===== config.mk =====
export PLATFORM = sky130hd
export DESIGN_NAME = dhc_div
export DESIGN_NICKNAME = d
export VERILOG_FILES = /design/src/sv/dhc_pkg.sv /design/src/sv/dhc_div.sv
export SDC_FILE = /design/constraint.sdc
export NUM_CORES = 1
export LEC_CHECK = 0
export BUFFER_PORTS_ARGS = -buffer_cell sky130_fd_sc_hd__buf_2
export CAP_MARGIN = 5
export CELL_PAD_IN_SITES_DETAIL_PLACEMENT = 1
export CELL_PAD_IN_SITES_GLOBAL_PLACEMENT = 2
export CORE_MARGIN = 4
export CORE_UTILIZATION = 39
export DETAILED_ROUTE_END_ITERATION = 7
export PLACE_DENSITY_LB_ADDON = 0.1
export SETUP_SLACK_MARGIN = 0.02
export SLEW_MARGIN = 40
export SYNTH_ARGS = -nofsm -noshare
export SYNTH_HDL_FRONTEND = slang
export SYNTH_SLANG_ARGS = --single-unit

===== constraint.sdc =====
create_clock -name clk -period 3.8 [get_ports clk]
set_clock_uncertainty 0.05 [all_clocks]
set_input_delay 0.95 -clock clk [delete_from_list [all_inputs] [get_ports clk]]
set_output_delay 0.95 -clock clk [all_outputs]
set_load 0.005 [all_outputs]

===== src/sv/dhc_pkg.sv =====
// ----------------------------------------------------------------------------
// dhc_pkg
// Shared types and constants of the dead/hot channel classifier.
// ----------------------------------------------------------------------------
package dhc_pkg;

	localparam int MAX_CH  = 1024;
	localparam int ADDR_W  = $clog2(MAX_CH);
	localparam int NUM_W   = ADDR_W + 1;
	localparam int CNT_W   = 32;
	localparam int BIT_W   = $clog2(CNT_W);
	localparam int SUM_W   = 42;
	localparam int MD_W    = CNT_W + 1;
	localparam int FRAC_W  = 16;
	localparam int PROD_W  = FRAC_W + MD_W;
	localparam int SHARE_W = 17;
	localparam int DIVD_W  = NUM_W + 16;

	typedef enum logic [1:0] {
		ST_OK    = 2'd0,
		ST_EMPTY = 2'd1,
		ST_MEDZ  = 2'd2,
		ST_OVF   = 2'd3
	} status_t;

	typedef enum logic {
		REG_DEAD_FRACTION  = 1'b0,
		REG_HOT_MULTIPLIER = 1'b1
	} reg_index_t;

	typedef enum logic [3:0] {
		S_LOAD, S_SEL, S_MED, S_MULD, S_MULH, S_THR, S_DIVD, S_DIVH, S_DONE
	} state_t;

	typedef struct packed {
		logic busy;
		logic done;
	} div_stat_t;

endpackage


===== src/sv/dhc_div.sv =====
// ----------------------------------------------------------------------------
// dhc_div
// Restoring divider, one quotient bit per cycle.
// ----------------------------------------------------------------------------
module dhc_div
	import dhc_pkg::*;
(
	input  logic               clk,
	input  logic               arst_n,
	input  logic               start,
	input  logic [DIVD_W-1:0]  dividend,
	input  logic [NUM_W-1:0]   divisor,
	output div_stat_t          stat,
	output logic [SHARE_W-1:0] quotient
);

	localparam int STEP_W = $clog2(DIVD_W + 1);

	logic [DIVD_W-1:0] quo_q;
	logic [NUM_W-1:0]  rem_q;
	logic [NUM_W-1:0]  dsr_q;
	logic [STEP_W-1:0] step_q;
	logic              busy_q;
	logic              done_q;
	logic [NUM_W:0]    trial;
	logic              fits;

	// Shift in the next dividend bit; the remainder stays below the divisor.
	assign trial = {rem_q, quo_q[DIVD_W-1]};
	assign fits  = trial >= {1'b0, dsr_q};

	always_ff @(posedge clk or negedge arst_n) begin
		if (!arst_n) begin
			busy_q <= 1'b0;
			done_q <= 1'b0;
			step_q <= '0;
		end else begin
			done_q <= 1'b0;
			if (start) begin
				busy_q <= 1'b1;
				step_q <= STEP_W'(DIVD_W);
			end else if (busy_q) begin
				step_q <= step_q - 1'b1;
				if (step_q == STEP_W'(1)) begin
					busy_q <= 1'b0;
					done_q <= 1'b1;
				end
			end
		end
	end

	always_ff @(posedge clk) begin
		if (start) begin
			quo_q <= dividend;
			rem_q <= '0;
			dsr_q <= divisor;
		end else if (busy_q) begin
			quo_q <= {quo_q[DIVD_W-2:0], fits};
			rem_q <= fits ? NUM_W'(trial - {1'b0, dsr_q}) : trial[NUM_W-1:0];
		end
	end

	assign stat.busy = busy_q;
	assign stat.done = done_q;
	assign quotient  = quo_q[SHARE_W-1:0];

endmodule


; ---- Yosys cells after proc, flatten, opt, wreduce, memory -nomap -nowiden
; Cells that the tools add are included.
[op_classes]
n_addsub = 2
magnitude_cmp = 1
eq_ne = 1
mux = 11
reduce_logical = 1
[op_table]
columns = cell, n
row1 = $mux W27, 2
row2 = $ge A12 B11 Y1, 1
row3 = $mux W11, 1
row4 = $sub A11 B11 Y11, 1
row5 = $mux W5, 2
row6 = $mux W1, 6
row7 = $eq A5 B1 Y1 const B, 1
row8 = $sub A5 B1 Y5 const B, 1
row9 = $reduce_bool A2 Y1, 1
[word_totals]
reg_bits = 56
input_bits = 41
output_inout_bits = 19

; ---- Depth between registers and ports, before layout
; Gate-level depths: netlist (run 1).
[depth]
word_depth = 4
mapped_depth = 10

; ---- Least setup slack after synthesis (run 1)
; OpenSTA, ideal clock, no wires.
[synth_timing]
kind = input port to flip-flop
start = input start
end = register quo_q[0], enable pin
setup_ns = 0.367
t_arrival_ns = 1.966
setup_slack_ns = 1.417
path_stages = 3
cell_sequence = clkbuf_1 clkbuf_1 or2_2
[synth_between]
elab_chain_cells = 1
[synth_rtl]
columns = item, line_no
row1 = from (decl), dhc_div.sv:10  ; input logic start,
row2 = $reduce_bool A2 Y1 (no source line), --
row3 = to (signal assigned), dhc_div.sv:54  ; quo_q <= dividend;
row4 = to (signal assigned), dhc_div.sv:58  ; quo_q <= {quo_q[DIVD_W-2:0], fits};
row5 = to (decl), dhc_div.sv:19  ; logic [DIVD_W-1:0] quo_q;
; Every way passes these cells.
; A chain may end at the register's enable or synchronous reset.

; ---- Worst setup path in the final report (run 1)
[layout_timing]
start = register quo_q[26]
end = register rem_q[0]
[layout_between]
elab_chain_cells = 2
[layout_rtl]
columns = item, line_no
row1 = $sub A11 B11 Y11 / $ge A12 B11 Y1 (equally long branches), "dhc_div.sv:59, dhc_div.sv:30"
row2 = $mux W11 (*), dhc_div.sv:59  ; rem_q <= fits ? NUM_W'(trial - {1'b0, dsr_q}) : trial[NUM_W-1:0];
row3 = to (signal assigned), dhc_div.sv:59
row4 = to (decl), dhc_div.sv:20  ; logic [NUM_W-1:0] rem_q;
; Every way passes the cells marked *; elsewhere a longest branch is shown, timed or not.

==> results of run 1 <==
-- metal layers --
| layer | vias to the layer above | GRT usage (%) |
|---|---|---|
| li1 | 980 | - |
| met1 | 937 | 17.45 |
| met2 | 40 | 22.24 |
| met3 | 5 | 3.244 |
| met4 | 0 | 3.888 |
| met5 | - | 0 |
-- registers in the layout (all words and copies together), names as in the netlist --
| signal | flops |
|---|---|
| quo_q | 27 |
| dsr_q | 11 |
| rem_q | 11 |
| step_q | 5 |
| busy_q | 1 |
| done_q | 1 |
-- worst paths after layout --
kind,from,to,slack (ns)
max,quo_q[26],rem_q[0],1.15
min,arst_n,step_q[1],0.41
max reg2reg,quo_q[26],rem_q[0],1.15
min reg2reg,rem_q[4],rem_q[4],0.47
max in group asynchronous,arst_n,busy_q,3.13
min in group clk,rem_q[4],rem_q[4],0.47
-- critical path: stages (launching register included) --
cell	delay, ns
edfxtp_1	0.34
inv_1	0.05
ha_1	0.21
fa_1	0.40
nor2b_1	0.17
o31a_1	0.20
o21ai_2	0.14
o21ai_4	0.45
mux2_4	0.35
a211oi_2	0.19
-- area by class of cell --
class / count / area share, %
Timing Repair Buffer: 62 / 9.220
Inverter: 15 / 1.633
Clock buffer: 6 / 2.105
Tap cell: 102 / 3.702
Multi-Input combinational cell: 154 / 37.02
Clock inverter: 2 / 1.742
Sequential cell: 56 / 44.57
-- stage by stage --
stage / setup WS [ns] / util, % / total power [mW] / instance area (um^2) / hold slack (ns)
2_1_floorplan: 1.417 / - / 1.364 / 3068 / 0.4244
6_report: 1.153 / 44.84 / 1.919 / 3447 / 0.4105
5_1_grt: 0.9166 / 44.84 / 2.064 / 3447 / 0.4132
3_5_place_dp: 1.161 / 43.12 / 1.482 / 3314 / 0.4566
3_3_place_gp: 1.221 / 43.12 / 1.473 / 3314 / 0.4488
4_1_cts: 1.141 / 44.84 / 1.951 / 3447 / 0.4091
-- where the power goes --
| part | switching, mW | internal (mW) | leakage (nW) |
|---|---|---|---|
| clock network | 0.198 | 0.264 | 0.0654 |
| logic | 0.333 | 0.312 | 0.819 |
| registers | 0.0608 | 0.751 | 0.560 |
| total | 0.592 | 1.33 | 1.44 |
-- logic make-up (layout without fill, tap and decap cells) --
| family | count (synthesis) | in the layout |
|---|---|---|
| compound gates | 40 | 40 |
| xor+xnor | 9 | 9 |
| fa+ha+maj | 14 | 14 |
| buf+inv | 44 | 85 |
| mux | 34 | 34 |
| simple gates | 57 | 57 |
| flops | 56 | 56 |
-- Yosys cell counts (4+ instances only) --
cell	n
buf_4	19
mux2_2	27
mux2i_1	6
nand2_1	9
nand2b_1	8
dfrtp_1	7
xnor2_1	8
nor2_1	17
inv_1	15
clkbuf_1	7
dfxtp_1	11
o21ai_0	8
a21oi_1	5
o211ai_1	4
edfxtp_1	38
a211oi_1	7
ha_1	13
==> metrics.yaml, run 1 <==
grt_pass1_vias: 2196
antenna_found_initial: 0
synth-compound-area-share_pct: 9.951
synth_edf_count: 38
async_flop_share_pct: 12.50
layout_common_cells: "59 x buf_2, 38 x edfxtp_1, 27 x mux2_2"
setup_viol: 0
tightest_slew_ns: 0.6415
drt_iter0_markers: 56
max_slew_margin_pct: 57.23
synth_flop_cell: "edfxtp_1"
topRoutingLayerUsed: "met4"
placed_cells: 389
viasPerCell: 4.942
power_density_mw_per_mm2: 556.7
syn_nets: 309
yosysTopAreaCell: "edfxtp_1"
areaGrowthSynthToFinish_pct: 12.36
post_cts_buffers: 0
io_buffers: 59
grt_pass1_wl_um: 10450
final_hold_viol_count: 0
cts_tree: "yes"
layout.cells.non_filler: 397
crit_type: "flip-flop to flip-flop"
multi_input_area_mm2: 0.001276
start_util_pct: 39.91
synth_xor_area_share_pct: 2.569
cp.arrival_ns: 2.83
num_antenna_cells: 0
period_minus_slack_ns: 2.647
htree_levels: 2
die_h_um: 96.70
yosysUniqueCellTypes: 49
track_usage_pct: 13.42
netlist.area_leader.share_pct: 37.19
rsz0062_at_grt: "no"
ir_drop_uv: 206.7
cts.clk_slew.worst_paths_ns: 0.11
synth-simple-area-share_pct: 10.77
io-pin-count: 60
outcome: "complete, no violations"
rows: 32
muxShareOfSynthArea_pct: 12.36
wl_met1_um: 2824
required_ns: 3.98
avgRoutedWirePerCell_um: 15.02
numCtsBuffers: 5
final_common_cell: "buf_2"
root_buffer: "clkbuf_8"
startpoint_type: "flip-flop"
max_freq_mhz: 377.8
clockBufferDepth: 2
die_w_um: 96.70
cp-end-kind: "flip-flop"
clkSinkCount: 56
drc: 0
ys_ff_latch: 56
fin_nets: 349
min_period_over_period_pct: 69.65
met2WireLength_um: 2812
yosysSeqAreaShare_pct: 50.08
wl_um: 5963
wl_met3_um: 252
syn_area_mm2: 0.003068
drt_first_pass_iters: 4
crit_fanout: 14
cts_hold_buf: 0
gp_congestion: 0.7387
cap_violations: 0
layout-drive-gt1-share_pct: 35.59
core_area_mm2: 0.007687
die-area_mm2: 0.009350
synth_area_per_cell_um2: 12.08
vias: 1962
fill_cells: 886
regArea_mm2: 0.001536
synth_top_family_by_area: "multiplexers"
slew_violations: 0
tns_ns: 0
clock_latency_ns: 0.31
cts_resized: 0
power.leakage_nw: 1.445
rr_worst_depth: 9
ant_nets: 0
hold_class: "primary input to async pin"
synthAdderAreaFrac_pct: 5.954
syn_inst: 254
synth_area_leaders: "edfxtp_1 37%, mux2_2 9.9%, dfxtp_1 7.2%"
yosysWarnings: 0
grt_max_degree: 28
overflow: 0
dpl.hpwl_um: 4448
No activity file was read; power rests on OpenSTA's default activity.
==> run 2, diff against run 1 <==
ABC_AREA = 1   (was unset)
CORE_UTILIZATION = 30   (was 39)
clock period = 2.14 ns   (was 3.8 ns; I/O delays follow)
==> run 2 against run 1 <==
Synthesized cell count increased by 56%. Clock-buffer cell count shrank 1. Sequential cell count stayed put.
==> metrics.yaml, run 2 <==
outcome: "complete, no violations"
design_area_mm2: 0.003715  # +7.8%
cts_tree: "yes"
max_slew_margin_pct: 76.45  # +19 points
rr_startpoint: "quo_q[26]"
crit_type: "flip-flop to flip-flop"
setup_viol: 0  # unchanged
multi_input_area_mm2: 0.001331  # +4.3%
slowest_delay_ns: 0.41  # -0.04 ns
drt_first_pass_iters: 4  # unchanged
io-pin-count: 60  # unchanged
largest_reg_flops: 27  # unchanged
yosysSeqAreaShare_pct: 46.94  # -3.1 points
synth_area_leaders: "edfxtp_1 35%, nand2_1 17%, dfxtp_1 6.7%"
dpl.hpwl_um: 5951  # +34%
grt_max_degree: 27  # -3.6%
period_minus_slack_ns: 1.945  # -0.7022 ns
cp-startpoint: "quo_q[26]"
min_period_over_period_pct: 90.87  # +21 points
reg.largest.list: "quo_q x27, dsr_q x11, rem_q x11"
tns_ns: 0  # unchanged
clockBufferDepth: 2  # unchanged
synth_most_common_cell: "nand2_1"
root_buffer: "clkbuf_8"
layout_common_cells: "146 x nand2_1, 59 x buf_2, 51 x inv_1"
netlist.area_leader.share_pct: 34.86  # -2.3 points
drc: 0  # unchanged
clock_latency_ns: 0.32  # about the same
num_antenna_cells: 0  # unchanged
tightest_slew_ns: 0.3533  # -0.2882 ns
async_flop_share_pct: 12.50  # unchanged
crit_buf_inv: 3  # +2
layout-drive-gt1-share_pct: 23.70  # -12 points
max_freq_mhz: 514.3  # +36%
rsz0062_at_grt: "no"
power.leakage_nw: 1.921  # +33%
ys_ff_latch: 56  # unchanged
clock_power_share_pct: 18.1  # -6.0 points
rows: 37  # +16%
antenna_found_initial: 0  # unchanged
track_usage_pct: 13.08  # -0.34 points
synth_edf_count: 38  # unchanged
seqPwrFrac_pct: 41.9  # -0.4 points
areaGrowthSynthToFinish_pct: 13.49
worst_slack_ns: 0.1955  # -0.9578 ns
io_buffers: 59  # unchanged
required_ns: 2.35  # -1.63 ns
overflow: 0  # unchanged
synth_flop_cell: "edfxtp_1"
p_sw_share_pct: 38.87  # +8.0 points
synth_xor_area_share_pct: 0.8028  # -1.8 points
viasPerCell: 4.515  # -8.6%
slew_violations: 0  # unchanged
cts.clk_slew.worst_paths_ns: 0.11  # about the same
fill_cells: 1322  # +49%
synthAdderAreaFrac_pct: 5.581  # -0.37 points
hold_class: "primary input to flip-flop"
cap_violations: 0  # unchanged
critPathCapture: "rem_q[9]"
regArea_mm2: 0.001536  # unchanged
muxShareOfSynthArea_pct: 0  # -12 points
grt_pass1_wl_um: 13480  # +29%
ir_drop_uv: 301.1  # +46%
vias: 2614  # +33%
cp_top_family: "adder cells"
ant_nets: 0  # unchanged
fin_nets: 498  # +43%
intPower_mw: 2.063  # +56%
die_w_um: 112.5  # +16%
rr_worst_depth: 11  # +2
core_area_mm2: 0.01046  # +36%
clkSinkCount: 56  # unchanged
startpoint_type: "flip-flop"
final_hold_viol_count: 0  # unchanged
drt_iter0_markers: 91  # +63%
yosysWarnings: 0  # unchanged
largest_register: "quo_q"
die_h_um: 112.5  # +16%
cp.arrival_ns: 2.16  # -0.67 ns
p_sw_mw: 1.312  # +120%
pre_cts_slack_ns: 0.1232  # -1.038 ns
reg2reg_to: "rem_q[9]"
htree_levels: 2  # unchanged
syn_inst: 397  # +56%
critPathSlowestCell: "fa_1"
cp-end-kind: "flip-flop"
avgRoutedWirePerCell_um: 14.08  # -6.2%
wl_um: 8154  # +37%
yosysUniqueCellTypes: 30  # -39%
synth-simple-area-share_pct: 31.46  # +21 points
gp_congestion: 0.7868  # +6.5%
crit_fanout: 5  # -9
syn_nets: 452  # +46%
r2r_slack_ns: 0.20  # -0.96 ns
synth-compound-area-share_pct: 2.026  # -7.9 points
synth_top_family_by_area: "simple AND/OR/NAND/NOR gates"
syn_area_mm2: 0.003273  # +6.7%
power_density_mw_per_mm2: 908.4  # +63%
start_util_pct: 31.28  # -8.6 points
yosys-top-cells-count: "146 x nand2_1, 51 x inv_1, 38 x edfxtp_1"
placed_cell_area_mm2: 0.003593  # +8.4%
yosysTopAreaCell: "edfxtp_1"
final_common_cell: "nand2_1"
crit_cells: 11  # +2
synth_area_per_cell_um2: 8.245  # -32%
p_comb_share_pct: 40.0  # +6.4 points
numCtsBuffers: 5  # unchanged
grt_pass1_vias: 2740  # +25%
die-area_mm2: 0.01265  # +35%
worstPathCellList: "inv_1, ha_1, fa_1, inv_1, nand3_1, nand3_2, nand2_4, buf_4, nand4_1, nand3_1, nand2_1"
==> run 2: cell count changes after synthesis, moves of 5 or more <==
cell	previous run	this run
nand3_2	1	6
nand2b_1	8	0
nand2_1	9	146
nand2_2	0	14
mux2_2	27	0
mux2i_1	6	0
nand4_1	1	15
inv_1	15	51
a211oi_1	7	0
nand3_1	1	24
xnor2_1	8	2
==> run 2: power groups by stage <==
| stage | Sequential [mW] | Combinational, mW | Clock (mW) |
|---|---|---|---|
| floorplan | 1.41 | 1.12 | 0 |
| global placement | 1.44 | 1.34 | 0 |
| detailed placement | 1.44 | 1.34 | 0 |
| CTS | 1.42 | 1.35 | 0.648 |
| global route | 1.43 | 1.57 | 0.686 |
| finish | 1.41 | 1.35 | 0.611 |
==> run 2: layout make-up <==
type / instances / share of cell area [%]
sequential: 56 / 41.36
timing repair buffer: 70 / 10.58
inverter: 53 / 5.355
clock inverter: 2 / 0.4379
multi-input combinational: 257 / 35.84
clock buffer: 5 / 1.852
tap: 136 / 4.581
==> run 2: timing repair <==
item | in CTS | in global routing
hold buffers | 1 | 0
resized for setup | 0 | 2
endpoints found under the hold margin | 7 | 0
endpoints found under the setup margin | 0 | 9
setup buffers | 0 | 0
==> run 2: worst reg2reg max path, delay by kind of cell (launching register included) <==
kind | cells | cell delay, ns
DFF | 1 | 0.34
buffers and inverters | 3 | 0.32
and+or+nand+nor | 6 | 0.55
adders and majority gates | 2 | 0.63
==> run 2: layer usage <==
layer | wire length, um | part of all wire (%) | global-route usage [%] | vias to the layer above
met5 | 0 | 0 | 0 | -
met4 | 76 | 0.93 | 2.644 | 0
met3 | 380 | 4.7 | 3.181 | 7
met2 | 3886 | 48 | 22.49 | 53
met1 | 3811 | 47 | 16.76 | 1216
li1 | - | - | - | 1338
==> run 2: cell families after synthesis <==
kind of cell | Yosys count
xor+xnor | 3
flops | 56
buf+inv | 85
compound gates | 12
simple gates | 227
fa+ha+maj | 14
==> run 2: stage by stage <==
step | util (%) | cells | hold slack, ns | total power, mW
5_1_grt | 35.51 | 579 | 0.3163 | 3.688
3_3_place_gp | 34.35 | 570 | 0.3308 | 2.775
2_1_floorplan | - | 397 | 0.1894 | 2.527
6_report | 35.51 | 579 | 0.3360 | 3.375
4_1_cts | 35.25 | 578 | 0.3233 | 3.415
3_5_place_dp | 34.35 | 570 | 0.3357 | 2.778
==> run 2: how the worst min path moves through the flow <==
stage	startpoint	end	slack, ns	cells after the start
finish	divisor[1]	dsr_q[1]	0.34	1
detailed placement	arst_n	step_q[3]	0.34	1
global placement	arst_n	step_q[2]	0.33	1
floorplan	arst_n	busy_q	0.19	0
global route	divisor[4]	dsr_q[4]	0.32	1
CTS	divisor[4]	dsr_q[4]	0.32	1
==> run 3, diff against run 2 <==
BUFFER_PORTS_ARGS = -buffer_cell sky130_fd_sc_hd__buf_4   (was -buffer_cell sky130_fd_sc_hd__buf_2)
CAP_MARGIN = 20   (was 5)
REMOVE_ABC_BUFFERS = 1   (was unset)
==> run 3 against run 2 <==
Critical path depth stayed put. Core utilization up 1.6 points. Total power increased by 5.5%. Cell count is 0.17% lower. Worst hold slack worse by 0.00075 ns. Via count grew 0.34%. Wire length increased by 0.21%. Combinational power increased by 4%.
==> metrics.yaml, run 3 (synthesized netlist as in run 2, its figures left out) <==
outcome: "complete, no violations"
drc: 0  # unchanged
critPathSlowestCell: "fa_2"
die_w_um: 112.5  # unchanged
pre_cts_slack_ns: 0.06708  # -0.05612 ns
io_buffers: 59  # unchanged
regArea_mm2: 0.001536  # unchanged
dpl.hpwl_um: 5865  # -1.5%
track_usage_pct: 13.11  # +0.033 points
fill_cells: 1314  # -0.61%
reg.largest.list: "quo_q x27, dsr_q x11, rem_q x11"
setup_viol: 0  # unchanged
rsz0062_at_grt: "yes"
startpoint_type: "flip-flop"
htree_levels: 2  # unchanged
slew_violations: 0  # unchanged
tightest_slew_ns: 0.3842  # +0.03090 ns
hold_class: "primary input to flip-flop"
largest_reg_flops: 27  # unchanged
grt_max_degree: 34  # +26%
crit_top_cell: "nand3_1"
viasPerCell: 4.538  # +0.52%
cts.clk_slew.worst_paths_ns: 0.11  # about the same
antenna_found_initial: 0  # unchanged
period_minus_slack_ns: 1.965  # +0.02091 ns
worstPathCellList: "inv_1, ha_1, fa_2, inv_1, nand3_1, nand3_2, nand2_2, nand4_4, nand3_1, nand3_1, nand2_1"
rr_worst_depth: 11  # unchanged
placed_cells: 568  # -0.35%
drt_first_pass_iters: 4  # unchanged
post_cts_buffers: 0  # unchanged
areaGrowthSynthToFinish_pct: 18.54
clockBufferDepth: 2  # unchanged
r2r_slack_ns: 0.17  # -0.02 ns
placed_cell_area_mm2: 0.003726  # +3.7%
drt_iter0_markers: 117  # +29%
grt_pass1_wl_um: 13500  # +0.16%
fin_util_pct: 37.08  # +1.6 points
crit_fanout: 6  # +1
required_ns: 2.30  # -0.05 ns
cp.arrival_ns: 2.12  # -0.04 ns
gp_congestion: 0.8182  # +4.0%
die_h_um: 112.5  # unchanged
layout_common_cells: "146 x nand2_1, 65 x buf_4, 51 x inv_1"
design_area_mm2: 0.003880  # +4.4%
wl_um: 8171  # +0.21%
overflow: 0  # unchanged
layout.cells.non_filler: 578  # -0.17%
max_slew_margin_pct: 74.39  # -2.1 points
vias: 2623  # +0.34%
numCtsBuffers: 5  # unchanged
final_hold_viol_count: 0  # unchanged
whs_ns: 0.3353  # -0.0007460 ns
core_area_mm2: 0.01046  # unchanged
rows: 37  # unchanged
num_antenna_cells: 0  # unchanged
clkSinkCount: 56  # unchanged
rr_startpoint: "quo_q[26]"
cap_violations: 0  # unchanged
cp-end-kind: "flip-flop"
tns_ns: 0  # unchanged
die-area_mm2: 0.01265  # unchanged
root_buffer: "clkbuf_8"
layout-drive-gt1-share_pct: 23.53  # -0.17 points
avgRoutedWirePerCell_um: 14.14  # +0.38%
multi_input_area_mm2: 0.001329  # -0.19%
final_common_cell: "nand2_1"
p_total_mw: 3.559  # +5.5%
power.leakage_nw: 1.967  # +2.4%
largest_register: "quo_q"
power_density_mw_per_mm2: 917.4  # +0.99%
reg2reg_to: "rem_q[10]"
cp-startpoint: "quo_q[26]"
grt_pass1_vias: 2773  # +1.2%
crit_type: "flip-flop to flip-flop"
ir_drop_uv: 314.0  # +4.3%
min_period_over_period_pct: 91.84  # +0.98 points
critPathCapture: "rem_q[10]"
max_freq_mhz: 508.8  # -1.1%
io-pin-count: 60  # unchanged
ant_nets: 0  # unchanged
start_util_pct: 31.28  # unchanged
slowest_delay_ns: 0.36  # -0.05 ns
clock_latency_ns: 0.32  # about the same
worst_slack_ns: 0.1746  # -0.02091 ns
cts_tree: "yes"
fin_nets: 496  # -0.40%
-- run 3: cell types whose count changed in the layout (fill, tap and decap cells not counted), sizes merged --
| cell | previous run | this run |
|---|---|---|
| inv | 54 | 53 |
| buf | 69 | 67 |
| bufinv | 0 | 1 |
| clkinvlp | 1 | 0 |
| clkinv | 0 | 1 |
| clkbuf | 5 | 6 |
-- run 3: what timing repair did --
action | in CTS | in global routing
hold endpoints to repair | 7 | 0
hold buffers | 1 | 0
setup endpoints to repair | 0 | 12
gates resized for setup | 0 | 3
-- run 3: area by class of cell --
class / instances / area share (%)
Multi-Input combinational cell: 257 / 34.25
Clock buffer: 6 / 2.128
Inverter: 53 / 5.127
Tap cell: 136 / 4.386
Clock inverter: 2 / 0.8707
Sequential cell: 56 / 39.60
Timing Repair Buffer: 68 / 13.64
-- run 3: worst min-delay path by stage --
stage | slack [ns] | cells after the start | endpoint | from
final | 0.34 | 1 | dsr_q[6] | divisor[6]
after floorplan | 0.19 | 0 | busy_q | arst_n
after global routing | 0.32 | 1 | dsr_q[5] | divisor[5]
after CTS | 0.32 | 1 | dsr_q[6] | divisor[6]
after global placement | 0.30 | 1 | done_q | arst_n
after detailed placement | 0.31 | 1 | done_q | arst_n
-- run 3: critical path: cells and delay by family (launching register included) --
family        cells  cell delay, ns
simple gates      7            0.71
buf+inv           2            0.14
flops             1            0.35
fa+ha+maj         2            0.59
-- run 3: power breakdown --
| group | total [mW] | internal [mW] | switching (mW) |
|---|---|---|---|
| sequential | 1.41 | 1.32 | 0.0909 |
| combinational | 1.40 | 0.559 | 0.844 |
| clock | 0.747 | 0.378 | 0.368 |
| total | 3.56 | 2.26 | 1.30 |
-- run 3: per-layer routing --
layer	track usage [%]	wire length, um	vias up
li1	-	-	1333
met1	17.30	3923	1230
met3	3.288	380	10
met2	21.45	3708	50
met5	0	0	-
met4	3.526	158	0
